**src/sv/urw_pkg.sv**
```systemverilog
// Package for the ultrametric random walk step block.
// Holds generator constants, opcodes, register indexes, state types and result structs.
// No dependencies.
package urw_pkg;

  localparam int MAX_DIGITS_DEF = 64;

  localparam logic [63:0] GOLDEN_INC = 64'h9E3779B97F4A7C15;
  localparam logic [63:0] MIX_ONE    = 64'hBF58476D1CE4E5B9;
  localparam logic [63:0] MIX_TWO    = 64'h94D049BB133111EB;
  localparam int SHIFT_A = 30;
  localparam int SHIFT_B = 27;
  localparam int SHIFT_C = 31;
  localparam int U_SHIFT = 11;

  localparam logic [1:0] OP_LOAD    = 2'd0;
  localparam logic [1:0] OP_STEP    = 2'd1;
  localparam logic [1:0] OP_RESTART = 2'd2;

  localparam logic [1:0] REG_BASE  = 2'd0;
  localparam logic [1:0] REG_DEPTH = 2'd1;
  localparam logic [1:0] REG_SEED  = 2'd2;
  localparam logic [1:0] REG_START = 2'd3;

  typedef enum logic [3:0] {
    S_IDLE, S_RS_GO, S_DRAW, S_DRAW_W, S_DIV_W, S_SRCH_RD, S_SRCH_CMP,
    S_UPD_RD, S_UPD_GO, S_HI_CHK, S_SITE_RD, S_SITE_ACC, S_OUT
  } state_t;

  typedef enum logic [2:0] {
    K_U, K_DELTA, K_UPD, K_HI, K_RS
  } kind_t;

  typedef struct packed {
    logic        done;
    logic [63:0] value;
  } mix_res_t;

  typedef struct packed {
    logic        done;
    logic [63:0] quo;
    logic [7:0]  rem;
  } div_res_t;

endpackage

```
**src/sv/urw_mix.sv**
```systemverilog
// Generator output mixer: two 64-bit multiplies, each built from three
// 32x32 partial products. Depends on urw_pkg.
module urw_mix (
  input  logic             clk,
  input  logic             rst,
  input  logic             start,
  input  logic [63:0]      z,
  output urw_pkg::mix_res_t res
);
  import urw_pkg::*;

  logic        busy;
  logic        round;
  logic [1:0]  ph;
  logic [63:0] a;
  logic [63:0] acc;
  logic [63:0] acc_next;
  logic [63:0] b;
  logic [31:0] ma;
  logic [31:0] mb;
  logic [63:0] prod;

  assign b = round ? MIX_TWO : MIX_ONE;

  always_comb begin
    case (ph)
      2'd0: begin
        ma = a[31:0];
        mb = b[31:0];
      end
      2'd1: begin
        ma = a[31:0];
        mb = b[63:32];
      end
      default: begin
        ma = a[63:32];
        mb = b[31:0];
      end
    endcase
    prod = ma * mb;
    if (ph == 2'd0) begin
      acc_next = acc + prod;
    end else begin
      acc_next = acc + {prod[31:0], 32'd0};
    end
  end

  always_ff @(posedge clk) begin
    if (rst) begin
      busy     <= 1'b0;
      round    <= 1'b0;
      ph       <= 2'd0;
      res.done <= 1'b0;
    end else begin
      res.done <= 1'b0;
      if (start) begin
        busy  <= 1'b1;
        round <= 1'b0;
        ph    <= 2'd0;
      end else if (busy) begin
        if (ph == 2'd2) begin
          ph <= 2'd0;
          if (round) begin
            busy     <= 1'b0;
            res.done <= 1'b1;
          end
          round <= 1'b1;
        end else begin
          ph <= ph + 2'd1;
        end
      end
    end
  end

  always_ff @(posedge clk) begin
    if (start) begin
      a   <= z ^ (z >> SHIFT_A);
      acc <= 64'd0;
    end else if (busy) begin
      if (ph == 2'd2) begin
        acc <= 64'd0;
        if (round) begin
          res.value <= acc_next ^ (acc_next >> SHIFT_C);
        end else begin
          a <= acc_next ^ (acc_next >> SHIFT_B);
        end
      end else begin
        acc <= acc_next;
      end
    end
  end

endmodule

```
**config.mk**
```make
export PLATFORM = sky130hd
export DESIGN_NAME = urw_mix
export DESIGN_NICKNAME = d
export VERILOG_FILES = /design/src/sv/urw_pkg.sv /design/src/sv/urw_mix.sv
export SDC_FILE = /design/constraint.sdc
export NUM_CORES = 2
export LEC_CHECK = 0
export BUFFER_PORTS_ARGS = -buffer_cell sky130_fd_sc_hd__buf_2
export CORE_ASPECT_RATIO = 1.4
export CORE_MARGIN = 1.5
export CORE_UTILIZATION = 25
export DETAILED_ROUTE_END_ITERATION = 7
export GPL_ROUTABILITY_DRIVEN = 0
export PLACE_DENSITY = 0.49
export SKIP_CTS_REPAIR_TIMING = 1
export SYNTH_ARGS = -nofsm -noshare
export SYNTH_HDL_FRONTEND = slang
export SYNTH_SLANG_ARGS = --single-unit
```
**constraint.sdc**
```tcl
create_clock -name clk -period 22.4 [get_ports clk]
set_input_delay 4.48 -clock clk [delete_from_list [all_inputs] [get_ports clk]]
set_output_delay 4.48 -clock clk [all_outputs]
set_load 0.005 [all_outputs]
```
# Word-level counts from Yosys, hierarchy flattened
# Index checks and enable logic that the tools add are counted.
[op_classes]
n_bitwise = 6
eq_ne = 3
mul = 1
reduce_logical = 9
addsub = 3
muxes = 15
[op_table]
columns = ["operator", "count"]
rows = [
  ["2-to-1 mux 64 bit", 6],
  ["adder 64 bit", 2],
  ["multiplier 32 x 32 -> 64 bit", 1],
  ["2-to-1 mux 32 bit", 2],
  ["XOR 64 x 33 -> 64 bit", 1],
  ["XOR 64 x 34 -> 64 bit", 1],
  ["XOR 64 x 37 -> 64 bit", 1],
  ["2-to-1 mux 62 bit", 1],
  ["2-to-1 mux 1 bit", 5],
  ["AND reduction 4 bit", 1],
  ["nonzero test 2 bit", 2],
  ["OR reduction 2 bit", 2],
  ["OR reduction 4 bit", 1],
  ["NOT 1 bit", 3],
  ["AND reduction 3 bit", 1],
  ["adder 2 x 1 -> 2 bit (second input constant)", 1],
  ["== test 2 x 1 -> 1 bit (second input constant)", 1],
  ["== test 2 bit (second input constant)", 1],
  ["logical NOT 2 bit", 1],
  ["2-to-1 mux 2 bit", 1],
  ["!= test 2 x 1 -> 1 bit (second input constant)", 1],
  ["AND reduction 2 bit", 1],
]
[totals]
wordCells = 44
ff_bits = 197
in_bits = 67
output_inout_bits = 65

# Longest topological paths before layout
[logic_depth]
depth_word = 11
ltp_mapped = 46
depth_no_buf = 43

# Least setup slack after synthesis
# No wires, ideal clock.
[synth_path]
path_kind = "reg-to-reg"
start = "register ph[1]"
end = "register a[60], data pin"
n_path_buf = 4
arrival_ns = 11.066
setup_slack_ns = 11.074
path_stages_with_launch = 41
cell_sequence = "dfxtp_1 clkbuf_1 clkbuf_1 buf_1 mux2i_1 nor2_1 nand2_1 fa_1 inv_1 fa_1 inv_1 fa_1 fa_1 inv_1 fa_1 fa_1 fa_1 fa_1 [5 not listed] nor3_1 nor3_1 nor2_1 o21bai_1 a21oi_1 xnor2_1 ha_1 nand4_1 nand2b_1 or2_2 nor3_2 o311ai_1 nand3_1 a221o_2 mux2i_1 or4_1 nand2b_1 mux2_2"
[synth_via]
elab_chain_len = 11
[synth_lines]
columns = ["element", "line_no", "rtl"]
rows = [
  ["start, declared", "urw_mix.sv:14", "logic [1:0] ph;"],
  ["start signal, assigned", "urw_mix.sv:69", "ph <= ph + 2'd1;"],
  ["== test 2 x 1 -> 1 bit or logical NOT 2 bit (tied branches)", "urw_mix.sv:26, urw_mix.sv:41", ""],
  ["OR reduction 2 bit (no line)", "n/a", ""],
  ["2-to-1 mux 32 bit", "urw_mix.sv:26", "case (ph)"],
  ["multiplier 32 x 32 -> 64 bit", "urw_mix.sv:40", "prod = ma * mb;"],
  ["adder 64 bit (on tied branches)", "urw_mix.sv:44, urw_mix.sv:42", ""],
  ["2-to-1 mux 64 bit *", "urw_mix.sv:41", "if (ph == 2'd0) begin"],
  ["via acc_next[60]", "urw_mix.sv:17", "logic [63:0] acc_next;"],
  ["XOR 64 x 37 -> 64 bit *", "urw_mix.sv:85", "a <= acc_next ^ (acc_next >> SHIFT_B);"],
  ["2-to-1 mux 64 bit *", "urw_mix.sv:82", "if (round) begin"],
  ["2-to-1 mux 64 bit *", "urw_mix.sv:80", "if (ph == 2'd2) begin"],
  ["2-to-1 mux 64 bit *", "urw_mix.sv:79", "end else if (busy) begin"],
  ["2-to-1 mux 64 bit *", "urw_mix.sv:76", "if (start) begin"],
  ["end signal, assigned", "urw_mix.sv:77", "a <= z ^ (z >> SHIFT_A);"],
  ["end signal, assigned", "urw_mix.sv:85", ""],
  ["end, declared", "urw_mix.sv:15", "logic [63:0] a;"],
]
# The timed path passes the listed nets; every way through them passes the cells marked *. The select of a mux whose other input is x is not followed.
# A chain may end at the register's enable or synchronous reset.

# Worst setup path in the final report
[layout_path]
start = "register ph[1]"
end = "register a[32], data pin"
# The elaborated chain is that of the path after synthesis.

==> metrics list <==
- The clock period could shrink to 14.28 ns.
- Clock latency on the worst-skew pair: 0.51 ns
- Row count: 180
* Clock edge transition at the registers on the reported setup and hold paths: 0.10 ns
- Setup repair after global routing left no endpoint under its margin.
* Layout-stage area growth over the synthesis result: 9.57%
- The placed instances occupy a cell area of 46,800 um^2.
* Global-route total usage across every layer: 20.7%
- Once detailed placement completed, the half-perimeter wirelength came to 159,000 um.
- Die extent in y: 495 um
* Synth Flop Type: edfxtp_1
- Across the run, the number of max-cap violations was 1.
- Largest cells by area after synthesis: fa_1 (37%), ha_1 (13%), inv_1 (8.9%)
* Slowest library cell on the worst path: nor4_1
* Number of iterations in the first detailed-routing pass: 6
- The total overflow left after global routing is 0.
- Count of flip-flops with a built-in enable after synthesis: 128
* Antenna violations before repair: 3
- Minimum setup slack in the final design: 8.12 ns
- Outcome: complete, but fails checks
- The worst setup path is captured at a register.
- Seq/Total Area, Yosys: 12.1%
- In this design, the stage delay of the slowest critical-path cell is 0.84 ns.
- With fillers left out, the area of the finished cells amounts to 47,400 um^2.
- Dividing the synthesized area by the synthesized cell count gives 9.34 um^2.
- Number of hold violations in the final report: 0
- Violations in the final reports: max-capacitance violations, max-slew violations
- Number of synthesized register bits: 197
- Max-slew headroom: -1.83%
- Top post-synthesis cells by count: inv_1 (1,030), fa_1 (802), ha_1 (460), nand2_1 (357), nor2_1 (320)
- In this run, distinct cell masters in the synthesized netlist total 79.
- Fin Clk Skew: 0.0214 ns
- The worst hold path begins at acc[0]$_SDFFE_PP0P_.
- The post-route netlist has 6.79% of its cells at a drive strength greater than 1.
- The core region is 172,000 um^2.
- Summing every instance area after synthesis gives 43,300 um^2.
- Vias: 34,200
* Placement Setup Slack: 8.42 ns
- Entering global routing, the biggest net connects 75 pins.
* Aggregate negative setup slack: 0 ns
- Net count of the finished layout: 6,027
- Setup violations remaining at the end of the flow were counted as 0.
- Drt first-iter violations: 2,579
- Of all cell types, the one taking the most synthesized area is fa_1.
- After layout, the worst path uses 63.7% of the clock period.
- Along the worst path, the maximum fanout reaches 51.
- Overall routed net length: 182,000 um
* CTS Sinks: 197
- The critical path is of the register to register type.
- The clock passes through at most 2 buffers.
- CP startpoint kind: register
* Net count after synthesis: 5,962
- For this configuration, the core starts out at a cell density of 25.2%.
- CTS placed an instance of clkbuf_16 at the clock tree root.
* Full die area: 176,000 um^2
* Clock tree from TritonCTS: done
- Top cell type's share of synthesized area: 37.1%
* Beginning of the critical path: ph[1]$_SDFFE_PP0P_
- Synth warnings: 0
- In the synthesized netlist the async set-or-reset flop fraction comes to 0%.
- In this run the horizontal extent of the chip is 355 um.
* Quantity of I/O buffers inserted on ports: 131
- Total CTS buffers: 17
* Number of design rule violations left after detail routing: 0
* CP required: 22.62 ns
* Most repeated cell in the gate-level netlist after synthesis: inv_1
- CP Data Arrival Time: 14.50 ns
* Worst reg2reg startpoint: ph[1]$_SDFFE_PP0P_
- CTS H-tree depth: 4
- The total count of max-transition violations in the final report came to 6.
* Wire length of the first global-routing pass: 261,000 um
- Measured slew at the worst slew-check pin: 1.52 ns
- After technology mapping, the gate count stands at 4,633.
- Vias in the first global route: 37,000
- Using the TritonRoute via totals, the vias-per-cell ratio works out to 4.89.
- Most numerous cell on the critical path: fa_1
- Fmax: 70.0 MHz
- 132 I/O pins were placed.
- Number of nets still failing antenna checks after routing: 0
- Drt wl/cell: 26.0 um
* Tightest Hold Check Type: register to register
## stage by stage
stage / util [%] / cells / hold WS, ns
after CTS: 27.6 / 6986 / 0.504
after detailed placement: 27.2 / 6954 / 0.491
after global routing: 27.6 / 6987 / 0.536
after global placement: 27.2 / 6954 / 0.470
final: 27.6 / 6989 / 0.503
after floorplan: - / 4633 / 0.453
## routing by layer
layer  vias up  track usage (%)  routed length, um
li1      14800                -                  -
met2      1579             37.7              93100
met3       552             2.06               8860
met4         2             15.8              16900
met5         -                0                  9
met1     17200             22.0              62900
## kinds of logic (layout without fill, tap and decap cells)
logic type	count (synthesis)	in the layout	synth area share, %
AO/OA/AOI/OAI	734	734	10.8
multiplexers	70	70	1.76
flip-flops	197	197	12.1
AND/OR/NAND/NOR	927	927	9.38
other	0	3	0
adder cells (fa/ha/maj)	1262	1262	50.4
XOR/XNOR	261	261	5.31
buffers and inverters	1182	1260	10.3
## final timing paths
check                        end  slack [ns]  cells after the start
max              a[32]$_DFFE_PP_        8.12                     40
max reg2reg      a[32]$_DFFE_PP_        8.12                     40
min          acc[0]$_SDFFE_PP0P_        0.50                      2
min reg2reg  acc[0]$_SDFFE_PP0P_        0.50                      2
## registers in the layout, summed over array words and instances (netlist names)
signal	count
busy	1
round	1
acc	64
res	65
ph	2
a	64
## placed cells by master, fill, tap and decap left out, types with 7 or more instances in the layout
master	Yosys	final
a211oi_1	11	11
a21boi_0	7	7
a21o_1	88	88
a21oi_1	217	217
a221oi_1	8	8
a22o_1	42	42
a22oi_1	10	10
a31oi_1	22	22
and2_1	31	31
and3_1	18	18
buf_2	11	130
buf_4	0	62
clkbuf_16	0	17
dfxtp_1	69	67
edfxtp_1	128	128
fa_1	802	802
ha_1	460	460
inv_1	1030	1030
mux2_2	47	47
mux2i_1	22	22
nand2_1	357	357
nand2b_1	25	24
nand3_1	33	33
nand4_1	37	37
nor2_1	320	316
nor2b_1	15	14
nor3_1	43	42
o211ai_1	13	13
o21a_1	14	14
o21ai_0	171	170
o21ai_1	15	14
o21bai_1	37	37
o22ai_1	15	15
o31ai_1	9	9
or2_2	16	15
or3_1	10	10
xnor2_1	139	139
xor2_1	121	121
## layout make-up
cell class | instances | area [um^2]
antenna | 3 | 7.51
clock buffer | 17 | 425
clock inverter | 15 | 240
fill | 18300 | 124000
inverter | 1036 | 3890
multi-input combinational | 3254 | 33700
sequential | 197 | 5230
tap | 2275 | 2850
timing repair buffer | 192 | 1120
## worst max-delay path, delay by kind of cell (launching register included)
family	cells	cell delay, ns
adders and majority gates	10	4.79
and+or+nand+nor	11	2.82
AOI/OAI and AO/OA	8	2.57
buffers and inverters	7	2.09
muxes	1	0.67
xor gates and xnor gates	3	0.59
DFF	1	0.36
Power is left out: the tool's default activity adds up to more than one toggle a clock period on the data nets, which glitch-free logic cannot reach.
