**config.mk**
```make
export PLATFORM = sky130hd
export DESIGN_NAME = urw_div
export DESIGN_NICKNAME = d
export VERILOG_FILES = /design/src/sv/urw_pkg.sv /design/src/sv/urw_div.sv
export SDC_FILE = /design/constraint.sdc
export NUM_CORES = 1
export LEC_CHECK = 0
export BUFFER_PORTS_ARGS = -buffer_cell sky130_fd_sc_hd__buf_2
export CORE_MARGIN = 2
export CORE_UTILIZATION = 49
export DETAILED_ROUTE_END_ITERATION = 10
export PLACE_DENSITY_LB_ADDON = 0.3
export RECOVER_POWER = 25
export SYNTH_ARGS = -nofsm -noshare
export SYNTH_HDL_FRONTEND = slang
export SYNTH_SLANG_ARGS = --single-unit
```
**constraint.sdc**
```tcl
create_clock -name clk -period 3.3 [get_ports clk]
set_input_delay 0.495 -clock clk [delete_from_list [all_inputs] [get_ports clk]]
set_output_delay 0.495 -clock clk [all_outputs]
set_load 0.005 [all_outputs]
```
**src/sv/urw_pkg.sv**
```systemverilog
// Package for the ultrametric random walk step block.
// Holds generator constants, opcodes, register indexes, state types and result structs.
// No dependencies.
package urw_pkg;

  localparam int MAX_DIGITS_DEF = 64;

  localparam logic [63:0] GOLDEN_INC = 64'h9E3779B97F4A7C15;
  localparam logic [63:0] MIX_ONE    = 64'hBF58476D1CE4E5B9;
  localparam logic [63:0] MIX_TWO    = 64'h94D049BB133111EB;
  localparam int SHIFT_A = 30;
  localparam int SHIFT_B = 27;
  localparam int SHIFT_C = 31;
  localparam int U_SHIFT = 11;

  localparam logic [1:0] OP_LOAD    = 2'd0;
  localparam logic [1:0] OP_STEP    = 2'd1;
  localparam logic [1:0] OP_RESTART = 2'd2;

  localparam logic [1:0] REG_BASE  = 2'd0;
  localparam logic [1:0] REG_DEPTH = 2'd1;
  localparam logic [1:0] REG_SEED  = 2'd2;
  localparam logic [1:0] REG_START = 2'd3;

  typedef enum logic [3:0] {
    S_IDLE, S_RS_GO, S_DRAW, S_DRAW_W, S_DIV_W, S_SRCH_RD, S_SRCH_CMP,
    S_UPD_RD, S_UPD_GO, S_HI_CHK, S_SITE_RD, S_SITE_ACC, S_OUT
  } state_t;

  typedef enum logic [2:0] {
    K_U, K_DELTA, K_UPD, K_HI, K_RS
  } kind_t;

  typedef struct packed {
    logic        done;
    logic [63:0] value;
  } mix_res_t;

  typedef struct packed {
    logic        done;
    logic [63:0] quo;
    logic [7:0]  rem;
  } div_res_t;

endpackage

```
**src/sv/urw_div.sv**
```systemverilog
// Restoring divider: 64-bit dividend by 8-bit divisor, one quotient bit
// per cycle. Depends on urw_pkg.
module urw_div (
  input  logic             clk,
  input  logic             rst,
  input  logic             start,
  input  logic [63:0]      dividend,
  input  logic [7:0]       divisor,
  output urw_pkg::div_res_t res
);
  import urw_pkg::*;

  logic       busy;
  logic [6:0] cnt;
  logic [7:0] d;
  logic [8:0] rr;
  logic       ge;

  assign rr = {res.rem, res.quo[63]};
  assign ge = rr >= {1'b0, d};

  always_ff @(posedge clk) begin
    if (rst) begin
      busy     <= 1'b0;
      cnt      <= 7'd0;
      res.done <= 1'b0;
    end else begin
      res.done <= 1'b0;
      if (start) begin
        busy <= 1'b1;
        cnt  <= 7'd0;
      end else if (busy) begin
        cnt <= cnt + 7'd1;
        if (cnt == 7'd63) begin
          busy     <= 1'b0;
          res.done <= 1'b1;
        end
      end
    end
  end

  always_ff @(posedge clk) begin
    if (start) begin
      res.quo <= dividend;
      res.rem <= 8'd0;
      d       <= divisor;
    end else if (busy) begin
      if (ge) begin
        res.rem <= 8'(rr - {1'b0, d});
      end else begin
        res.rem <= rr[7:0];
      end
      res.quo <= {res.quo[62:0], ge};
    end
  end

endmodule

```
### After elaboration in Yosys (flattened, before gate mapping)

Index checks and enable logic that the tools add are counted.

| cells by class | value |
|---|---|
| div/mod/pow operators | 0 |
| bitwise logic cells | 1 |
| eq/ne operators | 1 |
| reduce and logical (&&, ||, !) cells | 3 |
| $add $sub $neg | 2 |
| $lt $le $gt $ge | 1 |
| mux-type cells | 7 |
| shift-type cells | 0 |
| $mul | 0 |

Operator list:

| cell | count |
|---|---|
| $mux W72 | 2 |
| $ge A9 B8 Y1 | 1 |
| $mux W8 | 1 |
| $sub A8 B8 Y8 | 1 |
| $add A7 B1 Y7 const B | 1 |
| $eq A7 B6 Y1 const B | 1 |
| $mux W1 | 4 |
| $reduce_or A3 Y1 | 1 |
| $reduce_bool A2 Y1 | 1 |
| $reduce_or A2 Y1 | 1 |
| $not A1 Y1 | 1 |

| word-level totals | value |
|---|---|
| output and inout port bits | 73 |
| bits in writable memories | 0 |
| bits in registers | 89 |
| logic and storage cells | 21 |
| bits in latches | 0 |
| bits of input ports | 75 |
| memories | 0 |
| bits in read-only memories | 0 |

### Logic depth before layout (Yosys ltp)

Gate-level depths: netlist of the first run.

| depth | value |
|---|---|
| depth after elaboration | 4 |
| depth in mapped cells | 8 |
| gate-level depth less buffers | 8 |

### Least setup slack after synthesis of the first run

OpenSTA, ideal clock, no wires.

| timing path | value |
|---|---|
| path kind | input to register |
| from | input port start |
| to | register res[10] (netlist bit) (enable) |
| library setup time | 418 ps |
| stages on the path | 3 |
| arrival time | 2020 ps |
| data required time | 2882 ps |
| path slack | 862 ps |
| buffers on the path | 1 |
| path through | clkbuf_1 -> nor2_1 -> inv_1 |

| between the ends | value |
|---|---|
| cells in the longest elaborated chain, start to end | 1 |

RTL lines:

| what | line | text |
|---|---|---|
| from (decl) | urw_div.sv:6 | `input logic start,` |
| $reduce_bool A2 Y1 (no line) | - |  |
| to (decl) | urw_div.sv:9 | `output urw_pkg::div_res_t res` |

Every way passes these cells.
A chain may end at the register's enable or synchronous reset.

### Worst setup path in the final report of the first run

| timing path | value |
|---|---|
| from | input port start |
| to | register res[71] (netlist bit) (enable) |

The elaborated chain is that of the path after synthesis.

==> results.yml, run 1 <==
floorplanning:
  core_area_um2: 7807
  die-area_um2: 8857
  io_pins: 148
  fp-row-count: 32
  start_util: 0.5096
  die_w_um: 94.11
  die_h_um: 94.11
final_layout:
  drive_above_1_share: 0.3689
  area_growth_pct: 25.82
  fin_nets: 530
  antenna_cells: 0
min_path:
  hp-class: "input port to flop"
synthesis:
  synth_seq_cells: 89
  yosysUniqueCellTypes: 46
  syn-instance-count: 303
  synthTopCellsByArea: "edfxtp_1, a22o_1, dfxtp_1"
  synth-main-ff-cell: "edfxtp_1"
  synth_edf_count: 72
  synth_nets: 388
  synth_area_leader_cell: "edfxtp_1"
  synth_common_cells: "edfxtp_1, a22o_1, nor2_1"
  syn_area_per_cell_um2: 13.13
  async_flop_share: 0
  synth.most_common_cell: "edfxtp_1"
  yosys_warnings: 0
  ys_seq_area_frac: 0.6289
  netlist.area_leader.share: 0.5434
  syn_area_um2: 3979
timing:
  rsz0062_at_grt: "no"
  max_freq_mhz: 390.9
  slew_violations: 0
  fin_tns_setup_ns: 0
  tightest_slew_ns: 1.496
  max_slew_margin: 0.002463
  clock_skew_ns: 0.01280
  finalSetupViolCount: 0
  timing.final.crit_share: 0.7752
  hold_viol: 0
  layout_setup_ws_ns: 0.7419
  period_minus_slack_ns: 2.558
setup_path:
  cp_max_fo: 64
  cp.required_ns: 3.30
  worst_ep_arrival_time_ns: 2.56
  cp-start-kind: "input port"
  crit_type: "input port to flop"
  regToRegSetupSlack_ns: 0.90
  endpoint_kind: "flop"
global_routing:
  grt_usage: 0.2034
  grt_antenna_before_repair: 0
  grt_pass1_vias: 2715
  grt_pass1_wl_um: 13830
  overflow: 0
  grt_max_degree: 65
routing:
  drt-initial-drc-count: 121
  ant_nets: 0
  wirelength_um: 9125
  via_count: 3023
  via_per_inst: 5.476
  dr.pass1.iters: 4
  drc_errors: 0
  wl_per_cell_um: 16.53
clocking:
  clockBufferDepth: 2
  clk_pin_slew_ns: 0.09
  numCtsBuffers: 9
  hold_buffers: 0
  cts_resized: 0
  cts-root-buf: "clkbuf_8"
  tritoncts: "done"
  clk_latency_ns: 0.34
  postCtsSetupBuffers: 0
  htreeDepth: 3
  cts.sinks: 89
place:
  hpwl_um: 6377
  place.gp.congestion: 0.8249
  place_ws_ns: 0.9671
  port_buffers: 147
power_and_ir_drop:
  ir_drop_mv: 0.2635
  leakagePower_uw: 0.002136
  finalPower_uw: 2521
  cellPowerDensity_nw_per_um2: 503.7
run:
  cap_violations: 1
run_status:
  outcome: "finished, violations left"
  violations: "capacitance limit"
## cell usage in the layout (no fill, tap or decap), types with 3 or more instances in the layout
| cell type | n |
|---|---|
| a21o_1 | 3 |
| a21oi_1 | 9 |
| a22o_1 | 62 |
| a311oi_2 | 3 |
| and2_1 | 3 |
| buf_2 | 140 |
| clkbuf_1 | 9 |
| clkbuf_8 | 9 |
| dfxtp_1 | 17 |
| edfxtp_1 | 72 |
| ha_1 | 9 |
| inv_1 | 10 |
| nand2_1 | 16 |
| nand2b_1 | 5 |
| nand3_1 | 3 |
| nand4_1 | 3 |
| nor2_1 | 20 |
| o21ai_0 | 5 |
| or3_1 | 3 |
| xnor2_1 | 4 |
| xor2_1 | 5 |
## per-layer routing
metal  GRT usage  vias up  part of all wire
met4     0.07488        0             0.011
met5           0        -                 0
met1      0.2816     1426              0.45
met2      0.3173      120              0.48
li1            -     1469                 -
met3     0.04254        8             0.065
## cell type report
| type | instances | area, um2 |
|---|---|---|
| clock buffer | 10 | 127.6 |
| clock inverter | 6 | 66.31 |
| fill | 630 | 2801 |
| inverter | 11 | 41.29 |
| multi-input combinational | 182 | 1358 |
| sequential | 89 | 2502 |
| tap | 102 | 127.6 |
| timing repair buffer | 152 | 783.3 |
## worst max-delay path, cell delays in order
cell and delay, ns:
clkbuf_1 0.23, clkbuf_1 1.13, nor2_1 0.22, inv_2 0.14, buf_12 0.30
## registers in the layout, indices dropped and copies added, names as in the netlist
signal and cells:
d 8, busy 1, cnt 7, res 73
## kinds of logic (layout without fill, tap and decap cells)
group | Yosys count | count (layout) | synth area share
compound gates | 98 | 98 | 0.2016
xor+xnor | 9 | 9 | 0.01981
fa+ha+maj | 10 | 10 | 0.03333
buf+inv | 32 | 179 | 0.03176
flops | 89 | 89 | 0.6289
mux | 1 | 1 | 0.002516
simple gates | 64 | 64 | 0.08208
## per-stage QoR
stage               hold slack [ns]  instances  cell area (um2)    util
floorplan                    0.4323        303             3979       -
global placement             0.4514        536             4827  0.6183
detailed placement           0.4640        536             4827  0.6183
CTS                          0.3007        552             5021  0.6431
global route                 0.3003        552             5006  0.6412
finish                       0.3193        552             5006  0.6412
## worst paths after layout
check	from	endpoint	cells after the start
setup / recovery	start	res[71]$_DFFE_PP_	5
hold reg to reg	cnt[6]$_SDFFE_PP0P_	res[72]$_SDFF_PP0_	1
setup reg to reg	d[2]$_DFFE_PP_	res[8]$_DFFE_PP_	7
hold / removal	rst	busy$_SDFF_PP0_	2
## report_power, final
| group | leakage (uW) | internal, uW | total, uW | switching, uW |
|---|---|---|---|---|
| clock network | 0.0000905 | 352 | 731 | 379 |
| registers | 0.000890 | 1320 | 1380 | 54.4 |
| logic | 0.00116 | 196 | 412 | 216 |
(Power assumes the default switching activity.)
==> run 2: changes to the inputs <==
Settings changed: CORE_UTILIZATION 49 to 44.
Clock period 3.3 ns to 2.2 ns, I/O delays scaled along.
==> results.yml, run 2 (synthesized netlist as in run 1, its figures left out) <==
run_status:
  outcome: "finished clean"
clocking:
  postCtsSetupBuffers: 0
  hold_buffers: 0
  htreeDepth: 3
  cts-root-buf: "clkbuf_8"
  cts_resized: 0
  cts.sinks: 89
  clk_latency_ns: 0.34
  clk_pin_slew_ns: 0.09
  numCtsBuffers: 9
  clockBufferDepth: 2
  tritoncts: "done"
setup_path:
  worstReg2RegEnd: "res[6]$_SDFFE_PP0P_"
  slowest_delay_ns: 0.41
  critPathBufInv: 1
  endpoint_kind: "flop"
  cp_max_fo: 3
  cp.required_ns: 2.46
  rr_startpoint: "res[71]$_DFFE_PP_"
  crit_type: "flop to flop"
  cp-start-kind: "flop"
  cp_top_family: "compound AO/OA/AOI/OAI gates"
  worst_ep_arrival_time_ns: 2.31
  cp_slowest_cell: "fa_1"
  regToRegSetupSlack_ns: 0.15
  reg2reg_depth: 8
  worstPathCellList: "inv_1, ha_1, fa_1, nand2b_4, a2111oi_2, a311oi_1, a21o_1, a311oi_2"
final_layout:
  drive_above_1_share: 0.3575
  fin_nets: 536
  final_cell_mix: "buf_2, edfxtp_1, a22o_1"
  final_util: 0.5787
  top_register: "res"
  largest_reg_flops: 73
  area_growth_pct: 27.45
  layout_commonest_cell: "buf_2"
  antenna_cells: 0
  nFillCells: 780
  largestRegisters: "res (73), d (8), cnt (7)"
  final_cells: 564
place:
  place.gp.congestion: 0.8452
  hpwl_um: 6359
  port_buffers: 147
  post-place-cells: 548
routing:
  drc_errors: 0
  wirelength_um: 8720
  wl_per_cell_um: 15.46
  via_per_inst: 5.243
  dr.pass1.iters: 4
  drt-initial-drc-count: 112
  via_count: 2957
  ant_nets: 0
floorplanning:
  fp-row-count: 34
  die_w_um: 99.10
  die-area_um2: 9820
  die_h_um: 99.10
  io_pins: 148
  start_util: 0.4540
  core_area_um2: 8763
global_routing:
  grt_antenna_before_repair: 0
  grt_pass1_wl_um: 13680
  grt_usage: 0.1758
  grt_max_degree: 55
  overflow: 0
  grt_pass1_vias: 2744
power_and_ir_drop:
  ir_drop_mv: 0.3460
  p_int_uw: 2932
  cellPowerDensity_nw_per_um2: 769.6
  leakagePower_uw: 0.002144
  combPwrFrac: 0.159
  netSwitchingPower_uw: 970.5
  p_clk_frac: 0.311
  swShare: 0.2487
  power_frac_seq: 0.531
min_path:
  worstHoldStart: "rst"
  hold_end: "busy$_SDFF_PP0_"
  hold_depth: 2
  hp-class: "input port to flop"
run:
  cap_violations: 0
timing:
  slew_violations: 0
  timing.final.crit_share: 0.9306
  tightest_slew_ns: 0.9261
  finalSetupViolCount: 0
  clock_skew_ns: 0.01239
  rsz0062_at_grt: "no"
  max_freq_mhz: 488.5
  max_slew_margin: 0.3826
  hold_viol: 0
  fin_tns_setup_ns: 0
  period_minus_slack_ns: 2.047
## run 2: cell types whose count changed in the layout (fill, tap and decap cells not counted), sizes merged
cell	previous run	this run
buf	143	138
bufinv	1	2
clkbuf	19	30
clkinv	2	3
clkinvlp	2	1
inv	12	11
## run 2: how the worst max path moves through the flow
| stage | from | end | slack, ns | cells past startpoint |
|---|---|---|---|---|
| 6_report | res[71]$_DFFE_PP_ | res[6]$_SDFFE_PP0P_ | 0.15 | 8 |
| 5_1_grt | res[71]$_DFFE_PP_ | res[6]$_SDFFE_PP0P_ | 0.03 | 8 |
| 4_1_cts | res[71]$_DFFE_PP_ | res[6]$_SDFFE_PP0P_ | 0.03 | 8 |
| 3_5_place_dp | res[71]$_DFFE_PP_ | res[6]$_SDFFE_PP0P_ | 0.03 | 8 |
| 3_3_place_gp | res[71]$_DFFE_PP_ | res[6]$_SDFFE_PP0P_ | 0.10 | 8 |
| 2_1_floorplan | busy$_SDFF_PP0_ | res[10]$_DFFE_PP_ | 0.09 | 3 |
## run 2: layout make-up
type                            count  area (um2)  share of cell area
Clock buffer                       10       127.6             0.02517
Clock inverter                      6       90.09             0.01776
Inverter                           11       45.04            0.008882
Multi-Input combinational cell    182        1371              0.2704
Sequential cell                    89        2502              0.4935
Tap cell                          108       135.1             0.02665
Timing Repair Buffer              158       799.5              0.1577
## run 2: routing by layer
layer / track usage / share of wire
met5: 0 / 0
met4: 0.06533 / 0.027
met3: 0.02319 / 0.061
met2: 0.2583 / 0.43
met1: 0.2677 / 0.48
## run 2: power by group through the flow
stage	registers [uW]	clock network, uW	logic [uW]
CTS	2070	1240	625
finish	2070	1210	619
detailed placement	2110	0	623
global route	2090	1310	687
global placement	2100	0	617
floorplan	2110	0	329
## run 2: per-stage QoR
step	worst slack [ns]	power (uW)	cell area, um2	hold slack [ns]
2_1_floorplan	0.08569	2438	3983	0.4024
3_3_place_gp	0.1046	2720	4871	0.4527
3_5_place_dp	0.03286	2728	4871	0.4714
4_1_cts	0.02655	3938	5089	0.1332
5_1_grt	0.03258	4085	5071	0.1337
6_report	0.1528	3903	5071	0.1450
